$ cat config.mk
export PLATFORM = sky130hd
export DESIGN_NAME = ordered_index_list_table_flat
export DESIGN_NICKNAME = d
export VERILOG_FILES = /design/src/rtl/oilt_pkg.sv /design/src/rtl/oilt_req_if.sv /design/src/rtl/oilt_rsp_if.sv /design/src/rtl/ordered_index_list_table.sv /design/src/rtl/oilt_ram.sv /design/src/rtl/oilt_cell.sv /design/src/flat_wrapper.sv
export SDC_FILE = /design/constraint.sdc
export NUM_CORES = 2
export LEC_CHECK = 0
export BUFFER_PORTS_ARGS = -buffer_cell sky130_fd_sc_hd__buf_2
export CORE_MARGIN = 10
export CORE_UTILIZATION = 50
export DETAILED_ROUTE_END_ITERATION = 8
export GPL_ROUTABILITY_DRIVEN = 0
export GPL_TIMING_DRIVEN = 1
export PLACE_DENSITY = 0.66
export SYNTH_ARGS = -nofsm -noshare
export SYNTH_HDL_FRONTEND = slang
export SYNTH_SLANG_ARGS = --single-unit
$ cat constraint.sdc
create_clock -name clk -period 29.6 [get_ports clk]
set_input_delay 5.92 -clock clk [delete_from_list [all_inputs] [get_ports clk]]
set_output_delay 5.92 -clock clk [all_outputs]
set_load 0.01 [all_outputs]
$ cat src/rtl/oilt_pkg.sv
// Shared constants, operation codes and status codes for the ordered index list table.
`timescale 1ns / 1ps
package oilt_pkg;

  localparam int CAPACITY_DEF = 64;
  localparam int KEY_BITS_DEF = 16;

  localparam int FUNC_W   = 3;
  localparam int KEY_W    = 16;
  localparam int POS_W    = 6;
  localparam int STATUS_W = 2;
  localparam int SLOT_W   = 7;
  localparam int VALUE_W  = 17;
  localparam int COUNT_W  = 7;

  localparam logic [FUNC_W-1:0] FN_CLEAR  = 3'd0;
  localparam logic [FUNC_W-1:0] FN_ADD    = 3'd1;
  localparam logic [FUNC_W-1:0] FN_REMOVE = 3'd2;
  localparam logic [FUNC_W-1:0] FN_SWAP   = 3'd3;
  localparam logic [FUNC_W-1:0] FN_FIND   = 3'd4;
  localparam logic [FUNC_W-1:0] FN_READ   = 3'd5;

  localparam logic [STATUS_W-1:0] ST_OK        = 2'd0;
  localparam logic [STATUS_W-1:0] ST_FULL      = 2'd1;
  localparam logic [STATUS_W-1:0] ST_REORDERED = 2'd2;
  localparam logic [STATUS_W-1:0] ST_CORRUPT   = 2'd3;

  localparam logic signed [SLOT_W-1:0]  SLOT_NONE  = -7'sd1;
  localparam logic signed [VALUE_W-1:0] VALUE_NONE = -17'sd1;

endpackage

$ cat src/rtl/oilt_req_if.sv
// Request channel carrying one operation item.
`timescale 1ns / 1ps
interface oilt_req_if;
  import oilt_pkg::*;
  logic              valid;
  logic              ready;
  logic [FUNC_W-1:0] func;
  logic [KEY_W-1:0]  key_a;
  logic [KEY_W-1:0]  key_b;
  logic [POS_W-1:0]  position;

  modport source (output valid, func, key_a, key_b, position, input ready);
  modport sink (input valid, func, key_a, key_b, position, output ready);
endinterface

$ cat src/rtl/oilt_rsp_if.sv
// Response channel carrying one result item.
`timescale 1ns / 1ps
interface oilt_rsp_if;
  import oilt_pkg::*;
  logic                       valid;
  logic                       ready;
  logic [STATUS_W-1:0]        status;
  logic signed [SLOT_W-1:0]   logical_position;
  logic signed [SLOT_W-1:0]   physical_slot;
  logic signed [VALUE_W-1:0]  read_value;
  logic [COUNT_W-1:0]         count;

  modport source (output valid, status, logical_position, physical_slot, read_value, count,
                  input ready);
  modport sink (input valid, status, logical_position, physical_slot, read_value, count,
                output ready);
endinterface

$ cat src/rtl/ordered_index_list_table.sv
// Top level of the ordered index list table: slot ring, sequencer and ordered mirror.
`timescale 1ns / 1ps
// The block keeps an ordered list of keys in CAPACITY slots and answers one
// operation item on the req channel with exactly one result item on rsp.
// Operations are clear, add, remove, swap, find and read of the ordered mirror.
// The slots form a ring of cells that rotates once per pass; slot k reaches
// the sequencer at the tail of the ring when the pass counter equals k.
// Add, remove and find need one pass, a swap whose keys are both found needs
// two passes, and an add that has to compact the slots needs one pass fed
// from the mirror memory. Read and clear need no pass. The ring pass sets
// the pace: one item is worked on at a time, and req is ready again only
// once the sequencer is idle.
// After reset all slots and the mirror are empty and the count is zero.
// A finished result waits in the output register while req is ready again;
// if rsp stalls, the next result waits in the sequencer until rsp is free.
module ordered_index_list_table
  import oilt_pkg::*;
#(
  parameter int CAPACITY = CAPACITY_DEF,
  parameter int KEY_BITS = KEY_BITS_DEF
) (
  input logic       clk,
  input logic       rst,
  oilt_req_if.sink  req,
  oilt_rsp_if.source rsp
);
  localparam int IDX_W = (CAPACITY > 1) ? $clog2(CAPACITY) : 1;
  localparam int CNT_W = $clog2(CAPACITY + 1);

  typedef enum logic [8:0] {
    S_IDLE    = 9'b000000001,
    S_PASS    = 9'b000000010,
    S_END     = 9'b000000100,
    S_SWAP    = 9'b000001000,
    S_PREP    = 9'b000010000,
    S_COMPACT = 9'b000100000,
    S_READ    = 9'b001000000,
    S_RGET    = 9'b010000000,
    S_DONE    = 9'b100000000
  } state_t;

  state_t                     state;
  logic [IDX_W-1:0]           k;
  logic [CNT_W-1:0]           occ;
  logic [CNT_W-1:0]           count;
  logic [CNT_W-1:0]           hw_n;
  logic [FUNC_W-1:0]          op;
  logic [KEY_BITS-1:0]        ka;
  logic [KEY_BITS-1:0]        kb;
  logic [POS_W-1:0]           pos_r;
  logic                       fa;
  logic                       fb;
  logic [IDX_W-1:0]           sa;
  logic [IDX_W-1:0]           sb;
  logic [CNT_W-1:0]           pa;
  logic [STATUS_W-1:0]        res_status;
  logic signed [SLOT_W-1:0]   res_lpos;
  logic signed [SLOT_W-1:0]   res_pslot;
  logic signed [VALUE_W-1:0]  res_rval;
  logic [CAPACITY-1:0]        mvalid;

  logic                       cv [CAPACITY];
  logic [KEY_BITS-1:0]        ck [CAPACITY];
  logic                       ins_v;
  logic [KEY_BITS-1:0]        ins_k;
  logic                       shift;
  logic                       accept;
  logic                       clr;
  logic                       tv;
  logic [KEY_BITS-1:0]        tk;
  logic                       match_a;
  logic                       match_b;
  logic                       last;
  logic                       rebuild;
  logic                       m_we;
  logic [IDX_W-1:0]           m_waddr;
  logic [KEY_BITS-1:0]        m_wdata;
  logic [IDX_W-1:0]           m_raddr;
  logic [KEY_BITS-1:0]        m_rdata;
  logic                       pos_in_range;

  assign req.ready = (state == S_IDLE);
  assign accept    = req.valid && req.ready;
  assign clr       = accept && (req.func == FN_CLEAR);
  assign shift     = (state == S_PASS) || (state == S_SWAP) || (state == S_COMPACT);
  assign tv        = cv[CAPACITY-1];
  assign tk        = ck[CAPACITY-1];
  assign match_a   = tv && (tk == ka);
  assign match_b   = tv && (tk == kb);
  assign last      = (k == IDX_W'(CAPACITY - 1));
  assign rebuild   = ((state == S_PASS) && ((op == FN_ADD) || (op == FN_REMOVE))) ||
                     (state == S_SWAP);
  assign pos_in_range = (int'(pos_r) < CAPACITY);

  // The ring: cell 0 takes what the sequencer inserts, the tail feeds the sequencer.
  for (genvar i = 0; i < CAPACITY; i++) begin : g_ring
    if (i == 0) begin : g_head
      oilt_cell #(.KEY_BITS(KEY_BITS)) u_cell (
        .clk(clk), .rst(rst), .clr(clr), .shift(shift),
        .d_valid(ins_v), .d_key(ins_k), .q_valid(cv[i]), .q_key(ck[i])
      );
    end else begin : g_body
      oilt_cell #(.KEY_BITS(KEY_BITS)) u_cell (
        .clk(clk), .rst(rst), .clr(clr), .shift(shift),
        .d_valid(cv[i-1]), .d_key(ck[i-1]), .q_valid(cv[i]), .q_key(ck[i])
      );
    end
  end

  // What goes back into the ring for slot k in this cycle.
  always_comb begin
    ins_v = tv;
    ins_k = tk;
    case (state)
      S_PASS: begin
        if ((op == FN_ADD) && (k == IDX_W'(hw_n))) begin
          ins_v = 1'b1;
          ins_k = ka;
        end else if ((op == FN_REMOVE) && match_a && !fa) begin
          ins_v = 1'b0;
        end
      end
      S_SWAP: begin
        if (k == sa) begin
          ins_k = kb;
        end else if (k == sb) begin
          ins_k = ka;
        end
      end
      S_COMPACT: begin
        if (CNT_W'(k) < count) begin
          ins_v = 1'b1;
          ins_k = m_rdata;
        end else if (CNT_W'(k) == count) begin
          ins_v = 1'b1;
          ins_k = ka;
        end else begin
          ins_v = 1'b0;
          ins_k = '0;
        end
      end
      default: begin
      end
    endcase
  end

  // Mirror memory ports. A rebuild writes each occupied key in list order;
  // compaction only adds the new key at the old count.
  always_comb begin
    m_we    = 1'b0;
    m_waddr = IDX_W'(occ);
    m_wdata = ins_k;
    m_raddr = '0;
    if (rebuild && ins_v) begin
      m_we = 1'b1;
    end
    case (state)
      S_COMPACT: begin
        m_raddr = k + IDX_W'(1);
        if (CNT_W'(k) == count) begin
          m_we    = 1'b1;
          m_waddr = IDX_W'(count);
          m_wdata = ka;
        end
      end
      S_READ: begin
        m_raddr = IDX_W'(pos_r);
      end
      default: begin
      end
    endcase
  end

  oilt_ram #(.WIDTH(KEY_BITS), .DEPTH(CAPACITY)) u_mirror (
    .clk(clk), .we(m_we), .waddr(m_waddr), .wdata(m_wdata),
    .raddr(m_raddr), .rdata(m_rdata)
  );

  always_ff @(posedge clk) begin
    if (rst) begin
      state     <= S_IDLE;
      count     <= '0;
      hw_n      <= '0;
      mvalid    <= '0;
      rsp.valid <= 1'b0;
    end else begin
      // In S_DONE the output register is reloaded below instead.
      if (rsp.valid && rsp.ready && (state != S_DONE)) begin
        rsp.valid <= 1'b0;
      end
      if (m_we) begin
        mvalid[m_waddr] <= 1'b1;
      end
      case (state)
        S_IDLE: begin
          if (accept) begin
            op         <= req.func;
            ka         <= KEY_BITS'(req.key_a);
            kb         <= KEY_BITS'(req.key_b);
            pos_r      <= req.position;
            k          <= '0;
            occ        <= '0;
            fa         <= 1'b0;
            fb         <= 1'b0;
            res_status <= ST_OK;
            res_lpos   <= '0;
            res_pslot  <= '0;
            res_rval   <= '0;
            case (req.func)
              FN_CLEAR: begin
                count  <= '0;
                hw_n   <= '0;
                mvalid <= '0;
                state  <= S_DONE;
              end
              FN_ADD: begin
                if (hw_n < CNT_W'(CAPACITY)) begin
                  state <= S_PASS;
                end else if (count == CNT_W'(CAPACITY)) begin
                  res_status <= ST_FULL;
                  state      <= S_DONE;
                end else begin
                  state <= S_PREP;
                end
              end
              FN_REMOVE, FN_SWAP, FN_FIND: begin
                state <= S_PASS;
              end
              FN_READ: begin
                state <= S_READ;
              end
              default: begin
                state <= S_DONE;
              end
            endcase
          end
        end
        S_PASS: begin
          k <= k + IDX_W'(1);
          if (ins_v) begin
            occ <= occ + CNT_W'(1);
          end
          if (match_a && !fa) begin
            fa <= 1'b1;
            sa <= k;
            pa <= occ;
          end
          if (match_b && !fb) begin
            fb <= 1'b1;
            sb <= k;
          end
          if (last) begin
            state <= S_END;
          end
        end
        S_END: begin
          state <= S_DONE;
          case (op)
            FN_ADD: begin
              count <= count + CNT_W'(1);
              hw_n  <= hw_n + CNT_W'(1);
            end
            FN_REMOVE: begin
              if (fa) begin
                count <= count - CNT_W'(1);
              end
            end
            FN_FIND: begin
              res_lpos  <= fa ? SLOT_W'(pa) : SLOT_NONE;
              res_pslot <= fa ? SLOT_W'(sa) : SLOT_NONE;
            end
            FN_SWAP: begin
              if (fa && fb) begin
                k     <= '0;
                occ   <= '0;
                state <= S_SWAP;
              end else begin
                res_status <= ST_CORRUPT;
              end
            end
            default: begin
            end
          endcase
        end
        S_SWAP: begin
          k <= k + IDX_W'(1);
          if (ins_v) begin
            occ <= occ + CNT_W'(1);
          end
          if (last) begin
            state <= S_DONE;
          end
        end
        S_PREP: begin
          k     <= '0;
          state <= S_COMPACT;
        end
        S_COMPACT: begin
          k <= k + IDX_W'(1);
          if (last) begin
            hw_n       <= count + CNT_W'(1);
            count      <= count + CNT_W'(1);
            res_status <= ST_REORDERED;
            state      <= S_DONE;
          end
        end
        S_READ: begin
          state <= S_RGET;
        end
        S_RGET: begin
          if (pos_in_range && mvalid[IDX_W'(pos_r)]) begin
            res_rval <= VALUE_W'(m_rdata);
          end else begin
            res_rval <= VALUE_NONE;
          end
          state <= S_DONE;
        end
        S_DONE: begin
          if (!rsp.valid || rsp.ready) begin
            rsp.valid            <= 1'b1;
            rsp.status           <= res_status;
            rsp.logical_position <= res_lpos;
            rsp.physical_slot    <= res_pslot;
            rsp.read_value       <= res_rval;
            rsp.count            <= COUNT_W'(count);
            state                <= S_IDLE;
          end
        end
        default: begin
          state <= S_IDLE;
        end
      endcase
    end
  end
endmodule

$ cat src/rtl/oilt_ram.sv
// Generic simple dual-port RAM with registered read.
`timescale 1ns / 1ps
module oilt_ram #(
  parameter int WIDTH = 16,
  parameter int DEPTH = 64
) (
  input  logic                                   clk,
  input  logic                                   we,
  input  logic [(DEPTH > 1 ? $clog2(DEPTH) : 1)-1:0] waddr,
  input  logic [WIDTH-1:0]                       wdata,
  input  logic [(DEPTH > 1 ? $clog2(DEPTH) : 1)-1:0] raddr,
  output logic [WIDTH-1:0]                       rdata
);
  logic [WIDTH-1:0] mem [DEPTH];

  always_ff @(posedge clk) begin
    if (we) begin
      mem[waddr] <= wdata;
    end
    rdata <= mem[raddr];
  end
endmodule

$ cat src/rtl/oilt_cell.sv
// One storage slot of the rotating slot ring.
`timescale 1ns / 1ps
module oilt_cell #(
  parameter int KEY_BITS = 16
) (
  input  logic                clk,
  input  logic                rst,
  input  logic                clr,
  input  logic                shift,
  input  logic                d_valid,
  input  logic [KEY_BITS-1:0] d_key,
  output logic                q_valid,
  output logic [KEY_BITS-1:0] q_key
);
  always_ff @(posedge clk) begin
    if (rst || clr) begin
      q_valid <= 1'b0;
    end else if (shift) begin
      q_valid <= d_valid;
    end
    if (shift) begin
      q_key <= d_key;
    end
  end
endmodule
$ cat src/flat_wrapper.sv
// flat-port wrapper written by rule: the top's interface ports become plain ports
module ordered_index_list_table_flat import oilt_pkg::*;
#(
  parameter int CAPACITY = CAPACITY_DEF,
  parameter int KEY_BITS = KEY_BITS_DEF
)
  (clk, rst, req_valid, req_func, req_key_a, req_key_b, req_position, req_ready, rsp_valid, rsp_status, rsp_logical_position, rsp_physical_slot, rsp_read_value, rsp_count, rsp_ready);
  oilt_req_if req_i ();
  oilt_rsp_if rsp_i ();
  input logic clk;
  input logic rst;
  input wire logic [$bits(req_i.valid)-1:0] req_valid;
  input wire logic [$bits(req_i.func)-1:0] req_func;
  input wire logic [$bits(req_i.key_a)-1:0] req_key_a;
  input wire logic [$bits(req_i.key_b)-1:0] req_key_b;
  input wire logic [$bits(req_i.position)-1:0] req_position;
  output wire logic [$bits(req_i.ready)-1:0] req_ready;
  output wire logic [$bits(rsp_i.valid)-1:0] rsp_valid;
  output wire logic [$bits(rsp_i.status)-1:0] rsp_status;
  output wire logic [$bits(rsp_i.logical_position)-1:0] rsp_logical_position;
  output wire logic [$bits(rsp_i.physical_slot)-1:0] rsp_physical_slot;
  output wire logic [$bits(rsp_i.read_value)-1:0] rsp_read_value;
  output wire logic [$bits(rsp_i.count)-1:0] rsp_count;
  input wire logic [$bits(rsp_i.ready)-1:0] rsp_ready;
  assign req_i.valid = req_valid;
  assign req_i.func = req_func;
  assign req_i.key_a = req_key_a;
  assign req_i.key_b = req_key_b;
  assign req_i.position = req_position;
  assign req_ready = req_i.ready;
  assign rsp_valid = rsp_i.valid;
  assign rsp_status = rsp_i.status;
  assign rsp_logical_position = rsp_i.logical_position;
  assign rsp_physical_slot = rsp_i.physical_slot;
  assign rsp_read_value = rsp_i.read_value;
  assign rsp_count = rsp_i.count;
  assign rsp_i.ready = rsp_ready;
  ordered_index_list_table #(.CAPACITY(CAPACITY), .KEY_BITS(KEY_BITS)) u_core (.clk(clk), .rst(rst), .req(req_i), .rsp(rsp_i));
endmodule
Yosys cells after proc, flatten, opt, wreduce, memory -nomap -nowiden --
Memory sizes are Yosys's and may differ from the RTL's. A register that Yosys moved wholly into a read port is not among the register bits. Index checks and enable logic that the tools add are counted.
Word-level totals: bits in registers 1324, latch bits 0, bits in writable memories 1024, bits in read-only memories 0, bits of input ports 45, output and inout bits 42, word-level logic and storage cells 339, memories kept 1
Cells by class: add/sub/neg operators 5, $mul 0, divide/modulo/power cells 0, $lt $le $gt $ge 5, equal/unequal tests 43, shift operators 0, muxes and demuxes 81, bitwise logic cells 2, reductions and logical operators 49
Memories:
- u_core.u_mirror.mem | words 64, width 16, rd ports 1, clocked after Yosys merged registers in 1, wr ports 1, line oilt_ram.sv:14 | logic [WIDTH-1:0] mem [DEPTH];
Operator list (count):
- 64-bit 2-to-1 mux | 4
- 16-bit 2-to-1 mux | 7
- 7-bit 2-to-1 mux | 13
- 9-bit 2-to-1 mux | 8
- 9-bit one-hot mux with 8 select lines | 1
- 64-bit bitwise OR | 1
- 7-bit one-hot mux with 3 select lines | 3
- 16-bit one-hot mux with 3 select lines | 1
- 7-bit one-hot mux with 2 select lines | 3
- 17-bit 2-to-1 mux | 2
- 17-bit one-hot mux with 2 select lines | 1
- 16-bit == test | 2
- 6-bit 2-to-1 mux | 5
- 9-bit one-hot mux with 3 select lines | 1
- 6-bit one-hot mux with 4 select lines | 1
- 7-bit by 1-bit adder with 7-bit output, second input constant | 3
- 6-bit == test | 3
- 1-bit 2-to-1 mux | 18
- 6-bit AND reduction | 3
- 2-bit by 1-bit inequality test with 1-bit output, second input constant | 8
- 4-bit AND reduction | 4
- 1-bit logical AND | 15
- 3-bit AND reduction | 5
- 6-bit by 7-bit < comparator with 1-bit output, second input constant | 2
- 40 further kinds | 71

Logic depth before layout (Yosys ltp) --
depth after elaboration 15, depth in mapped cells 12, depth with buffers taken out 9

Cells and area by module --
Synthesis repeated with hierarchy kept, for this count alone.
Unflattened totals: cells, all modules 4152, area total of the unflattened synthesis 84915.2 µm²
By module, submodules not included:
- oilt_ram | times used 1, cells an instance 1818, area each 39948.3 µm², sequential area each 31069.8 µm²
- oilt_cell | times used 64, cells an instance 19, area each 520.5 µm², sequential area each 500.5 µm²
- ordered_index_list_table | times used 1, cells an instance 1118, area each 11654.9 µm², sequential area each 6206.0 µm²

Worst setup path after synthesis --
OpenSTA, ideal clock, no wires.
path type flip-flop to flip-flop, start register u_core.state[5], end memory u_core.u_mirror.mem[0][11] (data pin), library setup time 0.351 ns, arrival 26.894 ns, data required time 29.249 ns, slack 2.355 ns, cell stages (with the launch flop) 9, period minus slack after synthesis 27.245 ns, cells stage by stage dfxtp_1 -> or4_1 -> or3_1 -> and2_1 -> inv_1 -> o21ai_1 -> a22o_1 -> a221o_1 -> mux2_2
Between the ends: word-level cells in the longest chain between the ends 4
RTL lines:
- start: declaration | line ordered_index_list_table.sv:42 | state_t state;
- start signal: assignment | line ordered_index_list_table.sv:181 | state <= S_IDLE;
- start signal: assignment | line ordered_index_list_table.sv:214 | state <= S_DONE;
- start signal: assignment | line ordered_index_list_table.sv:218 | state <= S_PASS;
- 9-bit by 6-bit == test with 1-bit output (tied with other cells) | line ordered_index_list_table.sv:114 | case (state)
- 16-bit one-hot mux with 3 select lines (*) | line ordered_index_list_table.sv:114
- named net u_core.g_ring[0].g_head.u_cell.d_key[11] | line oilt_cell.sv:11 | input logic [KEY_BITS-1:0] d_key,
- 16-bit 2-to-1 mux | line ordered_index_list_table.sv:160 | if (CNT_W'(k) == count) begin
- 16-bit 2-to-1 mux (*) | line ordered_index_list_table.sv:157 | case (state)
- named net u_core.m_wdata[11] | line ordered_index_list_table.sv:77 | logic [KEY_BITS-1:0] m_wdata;
- end: declaration | line oilt_ram.sv:14
Mark *: on every way through the listed nets, which the timed path passes. The rest lies on a longest branch.

Final worst setup path --
start register u_core.state[5], end output req_ready
Between the ends: word-level cells in the longest chain between the ends 1
RTL lines:
- 9-bit by 1-bit == test with 1-bit output | line ordered_index_list_table.sv:82 | assign req.ready = (state == S_IDLE);
- end: declaration | line flat_wrapper.sv:17 | output wire logic [$bits(req_i.ready)-1:0] req_ready;
Every way passes these cells.

==> metrics.md <==
| Metric | Value |
|---|---|
| Nets | 5369 |
| Syn Nets | about 5200 |
| CTS tree | built |
| Placed cell areas | 89200 µm² |
| Area growth from synthesis to final layout | 13.0% |
| Grt ovf | 0 |
| Tcrit/Tclk final | 0.306 |
| MaxCap Viol Count | 0 |
| Synthesis warning total | 0 |
| # setup viols final | 0 |
| Setup CP Type | reg -> out |
| Std-Cell Rows | 151 |
| Non-Filler Instances | approximately 7700 |
| Skew final | around 55 ps |
| Iter 0 DRT Violations | 5952 |
| Remaining antenna violation count | 0 |
| Die span in y | between 400 and 500 µm |
| Starting Density | 0.504 |
| Leakage | around 0.032 µW |
| Slew Viols, Final | 0 |
| RSZ-0062 raised after global routing | false |
| TNS Setup | 0 ps |
| Comb power frac | 0.029 |
| Via Count | 45600 |
| Core area | between 150000 and 200000 µm² |
| Post-synthesis sequential element count | 2364 |
| Fin crit period | 9050 ps |
| Post-CTS resize count | 0 |
| Crit path arrival time | 3130 ps |
| Max transition margin | 0.113 |
| Setup bufs post-CTS | 0 |
| CP Capture Type | output port |
| NetSw | ~1400 µW |
| Vias per std cell | 5.90 |
| Final Instance Area | 96700 µm² |
| EDFF count, synth | 2196 |
| Avg WL per Cell | 25.1 µm |
| Vias in the first global route | around 43000 |
| Reg power frac | 0.549 |
| Total GRT Usage | 0.201 |
| Sequential cell area | 69300 µm² |
| Net Sw Frac | 0.207 |
| Filler cells | 12700 |
| Cells after Synth | ~5200 |
| Power per cell area | 70.3 nW/µm² |
| Startpoint types | register |
| Outcome | complete, no violations |
| Fmax achieved | ~110 MHz |
| Main synth FF type | edfxtp_1 |
| Initial antenna violation count | 5 |
| Drt pass-1 iters | 6 |
| Horiz. Die Dim | 434 µm |
| Worst slew pin tran | around 1300 ps |
| CP max FO | 18 |
| Reg clk slew, reported paths | about 60 ps |
| Seq/Total Area, Yosys | 0.810 |
| I/O pin count | 87 |
| Pint | between 5000 and 6000 µW |
| Peak VDD IR | 60.8 µV |
| Die area | 188000 µm² |
| Layout cells sized above 1 | 0.123 |
| Mean area per synthesized cell | 16.5 µm² |
| Maximum clock path buffer count | 3 |
| Largest net degree at the start of global routing | 205 |
| Worst hold path type | reg -> reg |
| Hold Buf Count CTS | 0 |
| Dpl hpwl | 109000 µm |
| Drc violations | 0 |
| Largest area contributor in the netlist | edfxtp_1 |
| Clk sinks | 2364 |
| Number of placed instances, taps included | 7306 |
| CTS buffer count | 222 |
| Distinct cells, synth | 79 |
| First-pass GRT wire length | 285000 µm |
| Async S/R FF share, synth | 0 |
| H-tree levels | 4 |
| CTS Root Cell | clkbuf_16 |
| Final hold vios | 0 |
| Synth area leaders | edfxtp_1, dfxtp_1, nand2_1 |
| Area of the multi-input gates | 15600 µm² |
| Clock power share | 0.422 |
| Synth Cell Area | 85500 µm² |
| Port bufs | between 80 and 90 |
| Clk Latency, worst-skew pair | between 800 and 900 ps |
| Post-synth top area share | 0.771 |
| CP required | around 24000 ps |
| Final wirelength | 194000 µm |
-- stage by stage --
step	hold slack [ps]	total power, µW	setup slack, ps	utilization
after floorplan	400	3940	2360	-
after global placement	400	3990	20850	0.526
after detailed placement	405	3990	20740	0.526
after CTS	396	6840	20550	0.570
after global routing	400	6990	20470	0.570
final	401	6800	20550	0.570
-- Yosys cell counts (24+ instances only) --
| master | count |
|---|---|
| o21ai_0 | 94 |
| a211oi_1 | 31 |
| nand4_1 | 72 |
| dfxtp_1 | 168 |
| inv_1 | 47 |
| buf_2 | 24 |
| a31oi_1 | 36 |
| xor2_1 | 24 |
| a32oi_1 | 68 |
| a311oi_1 | 34 |
| xnor2_1 | 45 |
| a21oi_1 | 183 |
| mux2i_1 | 223 |
| mux2_2 | 26 |
| nor3_1 | 77 |
| nor2_1 | 208 |
| clkbuf_1 | 202 |
| edfxtp_1 | 2196 |
| buf_1 | 49 |
| o2111a_1 | 31 |
| nand2_1 | 757 |
| nand3_1 | 218 |
-- placed cells by master (no fill, tap or decap), types with 16 or more instances in the layout --
cell	netlist	layout
edfxtp_1	2196	2196
nand2_1	757	757
clkbuf_16	0	224
mux2i_1	223	222
nand3_1	218	218
nor2_1	208	186
a21oi_1	183	178
dfxtp_1	168	168
buf_4	1	106
o21ai_0	94	93
buf_2	24	86
nand4_1	72	72
a32oi_1	68	68
clkbuf_1	202	58
inv_1	47	46
xnor2_1	45	45
nor3_1	77	41
clkinv_2	0	40
a311oi_1	34	34
a31oi_1	36	34
clkinv_1	1	32
nor3_4	0	31
o2111a_1	31	31
a211oi_1	31	29
bufinv_16	0	26
xor2_1	24	24
mux2_2	26	22
a221oi_1	21	21
mux4_2	21	21
or3_1	21	20
nor2_2	1	20
a22o_1	18	18
a221o_1	17	17
o21a_1	16	16
a2bb2oi_1	16	16
-- cells by family (layout without fill, tap and decap cells) --
kind of cell,after synthesis,in the layout,share of synthesized area
AOI/OAI and AO/OA,673,673,0.0559
xor gates and xnor gates,69,69,0.00707
adders and majority gates,12,12,0.00176
buffers and inverters,324,661,0.0146
DFF,2364,2364,0.810
muxes,270,270,0.0351
other,0,5,0
and+or+nand+nor,1457,1457,0.0752
-- power by group through the flow --
stage	logic (µW)	registers, µW	clock network [µW]
final	197	3730	2870
after global routing	212	3730	3050
after floorplan	126	3820	0
after global placement	191	3800	0
after CTS	195	3730	2920
after detailed placement	195	3800	0
-- critical path, stage by stage (launching register included) --
cell     delay, ps
dfxtp_1        470
or4_1          670
or4_1          700
inv_1          280
buf_2          170
-- final cells by class --
type | count | share of cell area
Sequential cell | 2364 | 0.717
Multi-Input combinational cell | 2481 | 0.161
Clock buffer | 293 | 0.0616
Tap cell | 2218 | 0.0287
Clock inverter | 125 | 0.0160
Timing Repair Buffer | 195 | 0.0133
Inverter | 48 | 0.00194
Antenna cell | 5 | 0.000129
-- per-layer routing --
metal	global-route usage	share of wire	vias to the layer above
met1	0.287	0.42	22900
met3	0.0368	0.082	425
met2	0.308	0.46	2104
met4	0.0811	0.043	2
met5	0	0.000041	-
li1	-	-	20100
-- worst paths after layout --
path	start	to	slack, ps	depth (start not counted)
max	u_core.state[5]	req_ready	20550	4
min	u_core.g_ring[26].g_body.u_cell.q_key[0]	u_core.g_ring[27].g_body.u_cell.q_key[0]	400	0
max reg2reg	u_core.state[5]	u_core.g_ring[25].g_body.u_cell.q_key[1]	23270	7
min reg2reg	u_core.g_ring[26].g_body.u_cell.q_key[0]	u_core.g_ring[27].g_body.u_cell.q_key[0]	400	0
-- flip-flops by register name, indices dropped and copies added, names as in the netlist, 9 cells and up --
| register | cells |
|---|---|
| u_core.g_ring.g_body.u_cell.q_valid | 63 |
| u_core.res_rval | 17 |
| u_core.u_mirror.mem | 1024 |
| u_core.g_ring.g_body.u_cell.q_key | 1008 |
| u_core.ka | 16 |
| u_core.rsp.read_value | 17 |
| u_core.mvalid | 64 |
| u_core.kb | 16 |
| u_core.g_ring.g_head.u_cell.q_key | 16 |
| u_core.u_mirror.rdata | 16 |
| u_core.state | 9 |
Power figures use the tool's default switching activity.
